==> src/sv/rtp_pkg.sv <==
`default_nettype none

package rtp_pkg;

	// result status codes
	localparam logic [2:0] ST_OK       = 3'd0;
	localparam logic [2:0] ST_NO_DIGIT = 3'd1;
	localparam logic [2:0] ST_TOO_BIG  = 3'd2;
	localparam logic [2:0] ST_LINE_END = 3'd3;
	localparam logic [2:0] ST_END      = 3'd4;

	// parse modes
	localparam logic [1:0] MODE_U64 = 2'd0;
	localparam logic [1:0] MODE_U32 = 2'd1;
	localparam logic [1:0] MODE_S64 = 2'd2;
	localparam logic [1:0] MODE_S32 = 2'd3;

	// configuration register indexes
	localparam logic REG_RADIX = 1'b0;
	localparam logic REG_MODE  = 1'b1;

	localparam logic [5:0] RADIX_RESET = 6'd10;
	localparam logic [5:0] RADIX_MIN   = 6'd2;
	localparam logic [5:0] RADIX_MAX   = 6'd36;
	localparam logic [5:0] RADIX_DEC   = 6'd10;

	// range limits
	localparam logic [63:0] LIM_U64     = 64'hFFFF_FFFF_FFFF_FFFF;
	localparam logic [63:0] LIM_U32     = 64'h0000_0000_FFFF_FFFF;
	localparam logic [63:0] LIM_S64_POS = 64'h7FFF_FFFF_FFFF_FFFF;
	localparam logic [63:0] LIM_S64_NEG = 64'h8000_0000_0000_0000;
	localparam logic [63:0] LIM_S32_POS = 64'h0000_0000_7FFF_FFFF;
	localparam logic [63:0] LIM_S32_NEG = 64'h0000_0000_8000_0000;

	// one input beat
	typedef struct packed {
		logic [7:0] char_code;
		logic       at_end;
		logic       new_parse;
	} rtp_item_t;

	// one result
	typedef struct packed {
		logic [63:0] value;
		logic [2:0]  status;
		logic [7:0]  stop_char;
		logic        stop_is_end;
	} rtp_result_t;

	// configuration seen by the parser
	typedef struct packed {
		logic [5:0] radix;
		logic [1:0] parse_mode;
	} rtp_cfg_t;

endpackage

`default_nettype wire

==> src/sv/rtp_in_reg.sv <==
`default_nettype none

module rtp_in_reg
	import rtp_pkg::*;
(
	input  wire logic      clk,
	input  wire logic      arst_n,
	input  wire logic      in_valid,
	output logic           in_ready,
	input  wire rtp_item_t in_item,
	input  wire logic      advance,
	output logic           item_valid_s1,
	output rtp_item_t      item_s1
);

	// slot is free when empty or when its beat moves on this cycle
	assign in_ready = !item_valid_s1 || advance;

	// valid flag
	always_ff @(posedge clk or negedge arst_n) begin
		if (!arst_n) begin
			item_valid_s1 <= 1'b0;
		end else if (in_ready) begin
			item_valid_s1 <= in_valid;
		end
	end

	// payload
	always_ff @(posedge clk) begin
		if (in_ready && in_valid) begin
			item_s1 <= in_item;
		end
	end

endmodule

`default_nettype wire

==> src/sv/rtp_core.sv <==
`default_nettype none

module rtp_core
	import rtp_pkg::*;
(
	input  wire logic      clk,
	input  wire logic      arst_n,
	input  wire rtp_cfg_t  cfg,
	input  wire logic      fire,
	input  wire rtp_item_t item,
	output logic           res_valid,
	output rtp_result_t    res
);

	localparam logic [1:0] PH_IDLE   = 2'd0;
	localparam logic [1:0] PH_SIGN   = 2'd1;
	localparam logic [1:0] PH_FIRST  = 2'd2;
	localparam logic [1:0] PH_DIGITS = 2'd3;

	logic [1:0]  phase_q, phase_d;
	logic [63:0] acc_q, acc_d;
	logic        neg_q, neg_d;
	logic        ovf_q, ovf_d;

	logic [1:0]  ph_e;
	logic [63:0] acc_e;
	logic        neg_e;
	logic        ovf_e;

	logic [5:0]  base;
	logic [5:0]  dig;
	logic        dig_ok;
	logic        blank;
	logic        line_end;
	logic [69:0] prod;
	logic [70:0] sum;
	logic        step_ovf;
	logic        neg_fin;
	logic [63:0] lim;
	logic        too_big;
	logic [63:0] fin_value;
	logic [7:0]  c;

	assign c = item.char_code;

	// effective base
	always_comb begin
		if (cfg.parse_mode[1]) begin
			base = RADIX_DEC;
		end else if (cfg.radix < RADIX_MIN) begin
			base = RADIX_MIN;
		end else if (cfg.radix > RADIX_MAX) begin
			base = RADIX_MAX;
		end else begin
			base = cfg.radix;
		end
	end

	// digit decode
	always_comb begin
		dig    = 6'd0;
		dig_ok = 1'b0;
		if (c >= "0" && c <= "9") begin
			dig    = 6'(c - "0");
			dig_ok = 1'b1;
		end else if (c >= "a" && c <= "z") begin
			dig    = 6'(c - "a") + 6'd10;
			dig_ok = 1'b1;
		end else if (c >= "A" && c <= "Z") begin
			dig    = 6'(c - "A") + 6'd10;
			dig_ok = 1'b1;
		end
		if (dig >= base) begin
			dig_ok = 1'b0;
		end
	end

	assign blank    = (c == 8'h20) || (c == 8'h09) || (c == 8'hA0);
	assign line_end = (c >= 8'h0A) && (c <= 8'h0D);

	// state as seen by this beat, after a possible restart
	always_comb begin
		if (item.new_parse) begin
			ph_e  = cfg.parse_mode[1] ? PH_SIGN : PH_FIRST;
			acc_e = 64'd0;
			neg_e = 1'b0;
			ovf_e = 1'b0;
		end else begin
			ph_e  = phase_q;
			acc_e = acc_q;
			neg_e = neg_q;
			ovf_e = ovf_q;
		end
	end

	// multiply-accumulate with carry-out as overflow
	assign prod     = {6'd0, acc_e} * {64'd0, base};
	assign sum      = {1'b0, prod} + {65'd0, dig};
	assign step_ovf = |sum[70:64];

	// range check at the end of the number
	assign neg_fin = neg_e && cfg.parse_mode[1];
	always_comb begin
		case (cfg.parse_mode)
			MODE_U64: lim = LIM_U64;
			MODE_U32: lim = LIM_U32;
			MODE_S64: lim = neg_fin ? LIM_S64_NEG : LIM_S64_POS;
			default:  lim = neg_fin ? LIM_S32_NEG : LIM_S32_POS;
		endcase
	end
	assign too_big   = ovf_e || (acc_e > lim);
	assign fin_value = neg_fin ? (64'd0 - acc_e) : acc_e;

	// next state and result
	always_comb begin
		phase_d         = ph_e;
		acc_d           = acc_e;
		neg_d           = neg_e;
		ovf_d           = ovf_e;
		res_valid       = 1'b0;
		res.value       = 64'd0;
		res.status      = ST_OK;
		res.stop_char   = item.at_end ? 8'd0 : c;
		res.stop_is_end = item.at_end;
		case (ph_e)
			PH_SIGN: begin
				if (item.at_end) begin
					res_valid  = 1'b1;
					res.status = ST_END;
				end else if (blank) begin
					phase_d = PH_SIGN;
				end else if (line_end) begin
					res_valid  = 1'b1;
					res.status = ST_LINE_END;
				end else if (c == "+") begin
					phase_d = PH_FIRST;
				end else if (c == "-") begin
					neg_d   = 1'b1;
					phase_d = PH_FIRST;
				end else if (dig_ok) begin
					acc_d   = {58'd0, dig};
					phase_d = PH_DIGITS;
				end else begin
					res_valid  = 1'b1;
					res.status = ST_NO_DIGIT;
				end
			end
			PH_FIRST: begin
				if (item.at_end) begin
					res_valid  = 1'b1;
					res.status = ST_NO_DIGIT;
				end else if (blank) begin
					phase_d = PH_FIRST;
				end else if (dig_ok) begin
					acc_d   = {58'd0, dig};
					phase_d = PH_DIGITS;
				end else begin
					res_valid  = 1'b1;
					res.status = ST_NO_DIGIT;
				end
			end
			PH_DIGITS: begin
				if (item.at_end || !dig_ok) begin
					res_valid = 1'b1;
					if (too_big) begin
						res.status = ST_TOO_BIG;
					end else begin
						res.value = fin_value;
					end
				end else if (!ovf_e) begin
					if (step_ovf) begin
						ovf_d = 1'b1;
					end else begin
						acc_d = sum[63:0];
					end
				end
			end
			default: begin
				phase_d = PH_IDLE;
			end
		endcase
		if (res_valid) begin
			phase_d = PH_IDLE;
		end
	end

	// parser state
	always_ff @(posedge clk or negedge arst_n) begin
		if (!arst_n) begin
			phase_q <= PH_IDLE;
			acc_q   <= 64'd0;
			neg_q   <= 1'b0;
			ovf_q   <= 1'b0;
		end else if (fire) begin
			phase_q <= phase_d;
			acc_q   <= acc_d;
			neg_q   <= neg_d;
			ovf_q   <= ovf_d;
		end
	end

endmodule

`default_nettype wire

==> src/sv/rtp_out_reg.sv <==
`default_nettype none

module rtp_out_reg
	import rtp_pkg::*;
(
	input  wire logic        clk,
	input  wire logic        arst_n,
	input  wire logic        load,
	input  wire logic        res_valid,
	input  wire rtp_result_t res,
	input  wire logic        out_ready,
	output logic             out_valid_q,
	output rtp_result_t      out_q,
	output logic             advance
);

	// register moves when empty or drained this cycle
	assign advance = !out_valid_q || out_ready;

	always_ff @(posedge clk or negedge arst_n) begin
		if (!arst_n) begin
			out_valid_q <= 1'b0;
		end else if (advance) begin
			out_valid_q <= load && res_valid;
		end
	end

	always_ff @(posedge clk) begin
		if (advance && load && res_valid) begin
			out_q <= res;
		end
	end

endmodule

`default_nettype wire

==> src/sv/radix_integer_text_parser.sv <==
// channel   dir  signals                 content
// s_axis    in   tvalid tready tdata     tdata: char_code[7:0]
//                tuser                   tuser: at_end[0] new_parse[1]
// m_axis    out  tvalid tready tdata     tdata: value[63:0] stop_char[71:64]
//                tuser                   tuser: status[2:0] stop_is_end[3]
// cfg       in   cfg_we cfg_index cfg_wdata  0 radix, 1 parse_mode
//
// one beat per cycle sustained while the output is not stalled; a beat is held in the input register
// and its result, where it yields one, is registered in the output register.
// the multiply-add on the 64-bit accumulator is combinational, between the two registers.
// arst_n clears valid flags, parser state and config (radix 10, mode 0).
// a stalled output holds the pipe; input keeps taking beats until the input slot is full.
`default_nettype none

module radix_integer_text_parser
	import rtp_pkg::*;
(
	input  wire logic        clk,
	input  wire logic        arst_n,
	input  wire logic        s_tvalid,
	output logic             s_tready,
	input  wire logic [7:0]  s_tdata,   // char_code
	input  wire logic [1:0]  s_tuser,   // at_end, new_parse
	output logic             m_tvalid,
	input  wire logic        m_tready,
	output logic [71:0]      m_tdata,   // value, stop_char
	output logic [3:0]       m_tuser,   // status, stop_is_end
	input  wire logic        cfg_we,
	input  wire logic        cfg_index,
	input  wire logic [5:0]  cfg_wdata
);

	rtp_cfg_t    cfg_q;
	rtp_item_t   in_item;
	rtp_item_t   item_s1;
	logic        item_valid_s1;
	logic        advance;
	logic        fire;
	logic        res_valid;
	rtp_result_t res;
	rtp_result_t out_q;

	// configuration registers
	always_ff @(posedge clk or negedge arst_n) begin
		if (!arst_n) begin
			cfg_q.radix      <= RADIX_RESET;
			cfg_q.parse_mode <= MODE_U64;
		end else if (cfg_we) begin
			case (cfg_index)
				REG_RADIX: cfg_q.radix      <= cfg_wdata;
				REG_MODE:  cfg_q.parse_mode <= cfg_wdata[1:0];
				default:   cfg_q.radix      <= cfg_q.radix;
			endcase
		end
	end

	assign in_item.char_code = s_tdata;
	assign in_item.at_end    = s_tuser[0];
	assign in_item.new_parse = s_tuser[1];

	rtp_in_reg u_in (
		.clk           (clk),
		.arst_n        (arst_n),
		.in_valid      (s_tvalid),
		.in_ready      (s_tready),
		.in_item       (in_item),
		.advance       (advance),
		.item_valid_s1 (item_valid_s1),
		.item_s1       (item_s1)
	);

	assign fire = item_valid_s1 && advance;

	rtp_core u_core (
		.clk       (clk),
		.arst_n    (arst_n),
		.cfg       (cfg_q),
		.fire      (fire),
		.item      (item_s1),
		.res_valid (res_valid),
		.res       (res)
	);

	rtp_out_reg u_out (
		.clk         (clk),
		.arst_n      (arst_n),
		.load        (item_valid_s1),
		.res_valid   (res_valid),
		.res         (res),
		.out_ready   (m_tready),
		.out_valid_q (m_tvalid),
		.out_q       (out_q),
		.advance     (advance)
	);

	assign m_tdata = {out_q.stop_char, out_q.value};
	assign m_tuser = {out_q.stop_is_end, out_q.status};

	// error results carry zero value
	assert property (@(posedge clk) disable iff (!arst_n)
		m_tvalid && (out_q.status != ST_OK) |-> out_q.value == 64'd0)
		else $error("nonzero value on error result");

	// end of input reports no stop character
	assert property (@(posedge clk) disable iff (!arst_n)
		m_tvalid && out_q.stop_is_end |-> out_q.stop_char == 8'd0)
		else $error("stop char set at end of input");

	// a beat in the input slot holds while the output is blocked
	assert property (@(posedge clk) disable iff (!arst_n)
		item_valid_s1 && !advance |=> item_valid_s1 && $stable(item_s1))
		else $error("input slot lost a beat during stall");

	// status stays within the defined codes
	assert property (@(posedge clk) disable iff (!arst_n)
		m_tvalid |-> out_q.status <= ST_END)
		else $error("undefined status code");

endmodule

`default_nettype wire
==> config.mk <==
export PLATFORM = sky130hd
export DESIGN_NAME = radix_integer_text_parser
export DESIGN_NICKNAME = d
export VERILOG_FILES = /design/src/sv/rtp_pkg.sv /design/src/sv/rtp_in_reg.sv /design/src/sv/rtp_core.sv /design/src/sv/rtp_out_reg.sv /design/src/sv/radix_integer_text_parser.sv
export SDC_FILE = /design/constraint.sdc
export NUM_CORES = 1
export LEC_CHECK = 0
export BUFFER_PORTS_ARGS = -buffer_cell sky130_fd_sc_hd__clkbuf_2
export CORE_UTILIZATION = 50
export DETAILED_ROUTE_END_ITERATION = 7
export GPL_ROUTABILITY_DRIVEN = 1
export PLACE_DENSITY = 0.71
export SKIP_LAST_GASP = 1
export SYNTH_ARGS = -nofsm -noshare
export SYNTH_HDL_FRONTEND = slang
export SYNTH_SLANG_ARGS = --single-unit
==> constraint.sdc <==
create_clock -name clk -period 27.6 [get_ports clk]
set_clock_uncertainty 0.1 [all_clocks]
set_input_delay 4.14 -clock clk [delete_from_list [all_inputs] [get_ports clk]]
set_output_delay 4.14 -clock clk [all_outputs]
set_load 0.005 [all_outputs]
Word level (Yosys, flattened, before mapping)
Cells that the tools add are included.

Logic and storage cells: 143. Output and inout bits: 78. Bits of input ports: 22. Register bits: 164.

Bitwise gates (word level): 3. $lt $le $gt $ge: 12. Multipliers: 1. Reduce and logical (&&, ||, !) cells: 23. Equality and inequality tests: 10. Multiplexer cells: 72. Add/subtract/negate cells: 7.

Operators with widths (number): two-way mux 64 bit (14); case mux 64 bit (3 select lines) (2); adder 70 x 6 -> 71 bit (1); multiplier 64 x 6 -> 70 bit (1); greater-than comparator 64 bit (1); subtractor 1 x 64 -> 64 bit, first input constant (1); two-way mux 6 bit (6); two-way mux 32 bit (1); two-way mux 1 bit (26); equality test 8 x 6 -> 1 bit, second input constant (3); two-way mux 2 bit (12); two-way mux 3 bit (8); greater-or-equal comparator 8 x 7 -> 1 bit, second input constant (2); less-or-equal comparator 8 x 7 -> 1 bit, second input constant (2); adder 6 x 4 -> 6 bit, second input constant (2); subtractor 6 bit, second input constant (2); logical AND 1 bit (9); case mux 3 bit (3 select lines) (1); equality test 8 x 4 -> 1 bit, second input constant (1); equality test 8 bit, second input constant (1); greater-or-equal comparator 8 x 4 -> 1 bit, second input constant (1); greater-or-equal comparator 8 x 6 -> 1 bit, second input constant (1); less-or-equal comparator 8 x 4 -> 1 bit, second input constant (1); less-or-equal comparator 8 x 6 -> 1 bit, second input constant (1); other kinds (15) (28).

Depth between registers and ports, before layout
Word-level depth: 15. Gate-level depth with buffers: 29. Mapped depth without buffers: 24.

By module
A second synthesis with hierarchy kept.

Cells, all modules: 2590. Area, all modules: 22773.1 µm².

By module, submodules not included: rtp_core (sequential area each 1701.6 µm², cells each 2475, instances 1, area an instance 19726.4 µm²); rtp_out_reg (sequential area each 2307.2 µm², cells each 81, instances 1, area an instance 2342.2 µm²); rtp_in_reg (sequential area each 325.3 µm², cells each 14, instances 1, area an instance 354.1 µm²); radix_integer_text_parser (sequential area each 202.7 µm², cells each 20, instances 1, area an instance 350.3 µm²).

Worst setup path after synthesis
OpenSTA, ideal clock, no wires.

Path kind: input to register. Start: input m_tready. End: register, netlist name u_out.out_q[0]. Cell stages on the path: 5. Path buffers: 2. Setup time: 0.603 ns. Arrival: 10.017 ns. Path slack: 16.880 ns. Data required time: 26.897 ns. Cells stage by stage: nand2b_1 -> nand2_1 -> clkbuf_1 -> clkbuf_1 -> nor3_1.

Word-level cells in the longest chain between the ends: 3.

Ends and longest elaborated chain: start: declaration (RTL line radix_integer_text_parser.sv:25) `input wire logic m_tready,`; logical OR 1 bit (RTL line rtp_out_reg.sv:18) `assign advance = !out_valid_q || out_ready;`; logical AND 1 bit (2 in a row) (RTL line rtp_out_reg.sv:29) `if (advance && load && res_valid) begin`.

No other way between the ends. A chain may end at the register's enable or synchronous reset.

Worst setup path after layout
Start: register cfg_q[4] (netlist name). End: register u_core.acc_q[3].

Word-level cells in the longest chain between the ends: 13.

Ends and longest elaborated chain: start: declaration (RTL line radix_integer_text_parser.sv:33) `rtp_cfg_t cfg_q;`; greater-than comparator 6 bit (RTL line rtp_core.sv:52) `end else if (cfg.radix > RADIX_MAX) begin`; two-way mux 6 bit (RTL line rtp_core.sv:52); two-way mux 6 bit * (RTL line rtp_core.sv:50) `end else if (cfg.radix < RADIX_MIN) begin`; two-way mux 6 bit * (RTL line rtp_core.sv:48) `if (cfg.parse_mode[1]) begin`; parallel branches: the longest is 8 deep, another holds adder 70 x 6 -> 71 bit; case mux 64 bit (3 select lines) * (RTL line rtp_core.sv:125) `case (ph_e)`; end signal: assignment (RTL line rtp_core.sv:191) `acc_q <= 64'd0;`; end signal: assignment (RTL line rtp_core.sv:196) `acc_q <= acc_d;`; end: declaration (RTL line rtp_core.sv:21) `logic [63:0] acc_q, acc_d;`.

Mark *: on every way between the ends.

==> results.yml <==
clocking:
  post_cts_resized: 0
  post-cts-setup-buffers: 0
  cts.clk_slew.worst_paths_ns: 0.08
  htree_levels: 4
  tritoncts: "yes"
  cts_root_buffer: "sky130_fd_sc_hd__clkbuf_16"
  cts-root-to-sink-buffers: 2
  worst_skew_pair.late_latency_ns: 0.53
  numCtsBuffers: 17
  cts.sinks: 164
  holdBufCountCts: 0
setup_path:
  crit_path_end_kind: "flip-flop"
  critPathTopFamily: "simple AND/OR/NAND/NOR gates"
  crit_path_start_kind: "flip-flop"
  critical_path_required_ns: 27.91
  path_buf_inv: 6
  cp_slowest_cell: "sky130_fd_sc_hd__nand4b_2"
  arrival_time_of_data_at_the_critical_path_endpoint_ns: 9.48
  path_class: "reg2reg"
  worst_path_largest_cell_delay_ns: 0.88
  timing.critical_path.fanout_max: 64
global_route:
  grt_pass1_vias: 21784
  antenna_found_initial: 0
  globalRouteOverflowTotal: 0
  global_route_wire_length_before_repair_um: 119300
  groute.usage.overall_pct: 30.85
  largest_net_degree_at_the_start_of_global_routing: 70
drt:
  routedWlPerCell_um: 21.60
  drt-initial-drc-count: 2417
  postRouteAntennaNets: 0
  post_drt_via_cell_ratio: 6.323
  postRouteWirelength_um: 73920
  detail_route.first_pass.iterations: 6
  post-route-drc-count: 0
  vias: 21645
sta:
  final.min_clock_period_ns: 9.167
  setup_ws_ns: 18.43
  final-hold-violation-count: 0
  tightestPinTransition_ns: 1.126
  fmax_mhz: 109.1
  slew-limit-headroom_pct: 24.53
  finalHoldWorstSlack_ns: 0.3901
  rsz0062_at_grt: "false"
  setup-tns-final_ns: 0
  timing_max_transition_violations_final: 0
  timing.final.crit_share_pct: 33.22
  report.final.setup_viol: 0
die:
  die_h_um: 221.0
  floorplan.core_area_um2: 46950
  die_ar_um2: 48860
  placementRows: 79
  boundaryPins: 100
  initial_core_util_pct: 51.09
  die_x_um: 221.0
power:
  comb_power_share_pct: 35.6
  switching_share_pct: 41.48
  p_switching_uw: 364.2
  ir_drop_v: 0.00005926
  power_leakage_uw: 0.01236
  power.share.clock_pct: 30.3
  seq_power_share_pct: 34.1
  p_int_uw: 513.8
  power.density_cell_area_nw_per_um2: 34.76
place:
  place_worst_setup_slack_ns: 18.64
  place_congestion: 0.9877
  buffer_ports.inserted: 99
  post_detail_place_hpwl_um: 55360
logic_synthesis:
  most_instantiated_library_cell_after_synthesis: "sky130_fd_sc_hd__nor2_1"
  postSynthAreaPerCell_um2: 8.358
  postSynth.asyncResetShare_pct: 47.56
  netlist_instances: 2870
  synth.distinct_cells: 79
  postSynthNetCount: 3380
  most_frequent_cells_after_synthesis: "551 x sky130_fd_sc_hd__nor2_1, 252 x sky130_fd_sc_hd__fa_1, 236 x sky130_fd_sc_hd__ha_1, 198 x sky130_fd_sc_hd__nand2_1, 181 x sky130_fd_sc_hd__clkbuf_1"
  synth.yosys.seq_area_share_pct: 18.91
  synth_top_cell_by_area: "sky130_fd_sc_hd__fa_1"
  synth_top_flop_cell: "sky130_fd_sc_hd__edfxtp_1"
  post_synth_instance_area_um2: 23990
  yosys_register_bits: 164
  synth_top_area_share_pct: 21.03
  netlist_top_cells_area: "sky130_fd_sc_hd__fa_1 21%, sky130_fd_sc_hd__ha_1 12%, sky130_fd_sc_hd__edfxtp_1 11%, sky130_fd_sc_hd__nor2_1 8.6%, sky130_fd_sc_hd__dfrtp_1 7.9%"
  synth_warnings: 0
  post_synth_edffs: 86
layout:
  n_antenna_cell: 0
  multi_input_area_um2: 18100
  final_layout_size_suffix_gt1_share_pct: 7.067
  design.final.nets: 3313
  seq_area_um2: 4537
  syn2layout_area_growth_pct: 5.289
  filler_cells: 4270
flow_run:
  cap_violations: 0
status:
  outcome: "completed"
min_path:
  worst_hold_path_type: "reg2reg"
final timing paths:
path	endpoint	from	depth (start not counted)	slack (ns)
max reg2reg	u_core.acc_q[3]	cfg_q[4]	26	18.43
max in group asynchronous	u_core.acc_q[29]	arst_n	2	22.73
max	u_core.acc_q[3]	cfg_q[4]	26	18.43
min reg2reg	u_core.ovf_q	u_core.ovf_q	1	0.39
min in group asynchronous	u_core.neg_q	arst_n	1	3.51
min	u_core.ovf_q	u_core.ovf_q	1	0.39
sequential cells by signal (all words and copies together), names as in the netlist:
register	cells
u_out.out_q	76
u_core.acc_q	64
u_in.item_s1	10
cfg_q	8
u_core.phase_q	2
u_core.neg_q	1
u_core.ovf_q	1
u_in.item_valid_s1	1
u_out.out_valid_q	1
metrics by stage:
stage	total power [uW]	instances	utilization [%]	area [um2]
after floorplan	495.9	2870	-	23990
after global placement	599.1	3391	52.51	24650
after detailed placement	605.8	3391	52.51	24650
after CTS	873.4	3423	53.79	25260
after global routing	916.7	3423	53.79	25260
final	878.0	3423	53.79	25260
final cells by class:
type / count / share of cell area (%)
Sequential cell: 164 / 17.96
Tap cell: 607 / 3.007
Multi-Input combinational cell: 2341 / 71.67
Clock buffer: 18 / 1.699
Timing Repair Buffer: 121 / 2.626
Inverter: 158 / 2.348
Clock inverter: 14 / 0.6886
cells in the final DEF, fill, tap and decap left out, drive strengths merged, types with 19 or more instances in the layout:
cell,count
o21ai,217
nand3,22
nand2b,85
clkbuf,116
fa,252
nand4,61
nand2,198
xnor2,107
xor2,22
a21oi,166
nor2,551
a21o,49
nor2b,21
edfxtp,86
inv,162
buf,23
o211ai,19
a31oi,64
nor3,41
ha,236
dfrtp,76
power by group through the flow:
stage	clock, uW	sequential (uW)	combinational, uW
2_1_floorplan	0	302	194
3_3_place_gp	0	303	296
3_5_place_dp	0	304	302
4_1_cts	270	299	305
5_1_grt	278	301	337
6_report	266	299	313
cells by family (layout without fill, tap and decap cells):
logic type	after synthesis	in the layout	synth area share, %
mux	15	15	0.6677
compound gates	664	664	17.03
fa+ha+maj	489	489	33.38
flops	164	164	18.91
xor+xnor	129	129	4.710
simple gates	1044	1044	19.37
buf+inv	365	311	5.930
metal layers:
metal  vias to the layer above  GRT usage, %  wire length, um
met4                         0         11.41             2368
met5                         -             0                0
met1                     10659         41.72            31100
li1                       9682             -                -
met2                      1120         49.19            34210
met3                       184         5.896             6249
Power figures use the tool's default switching activity.
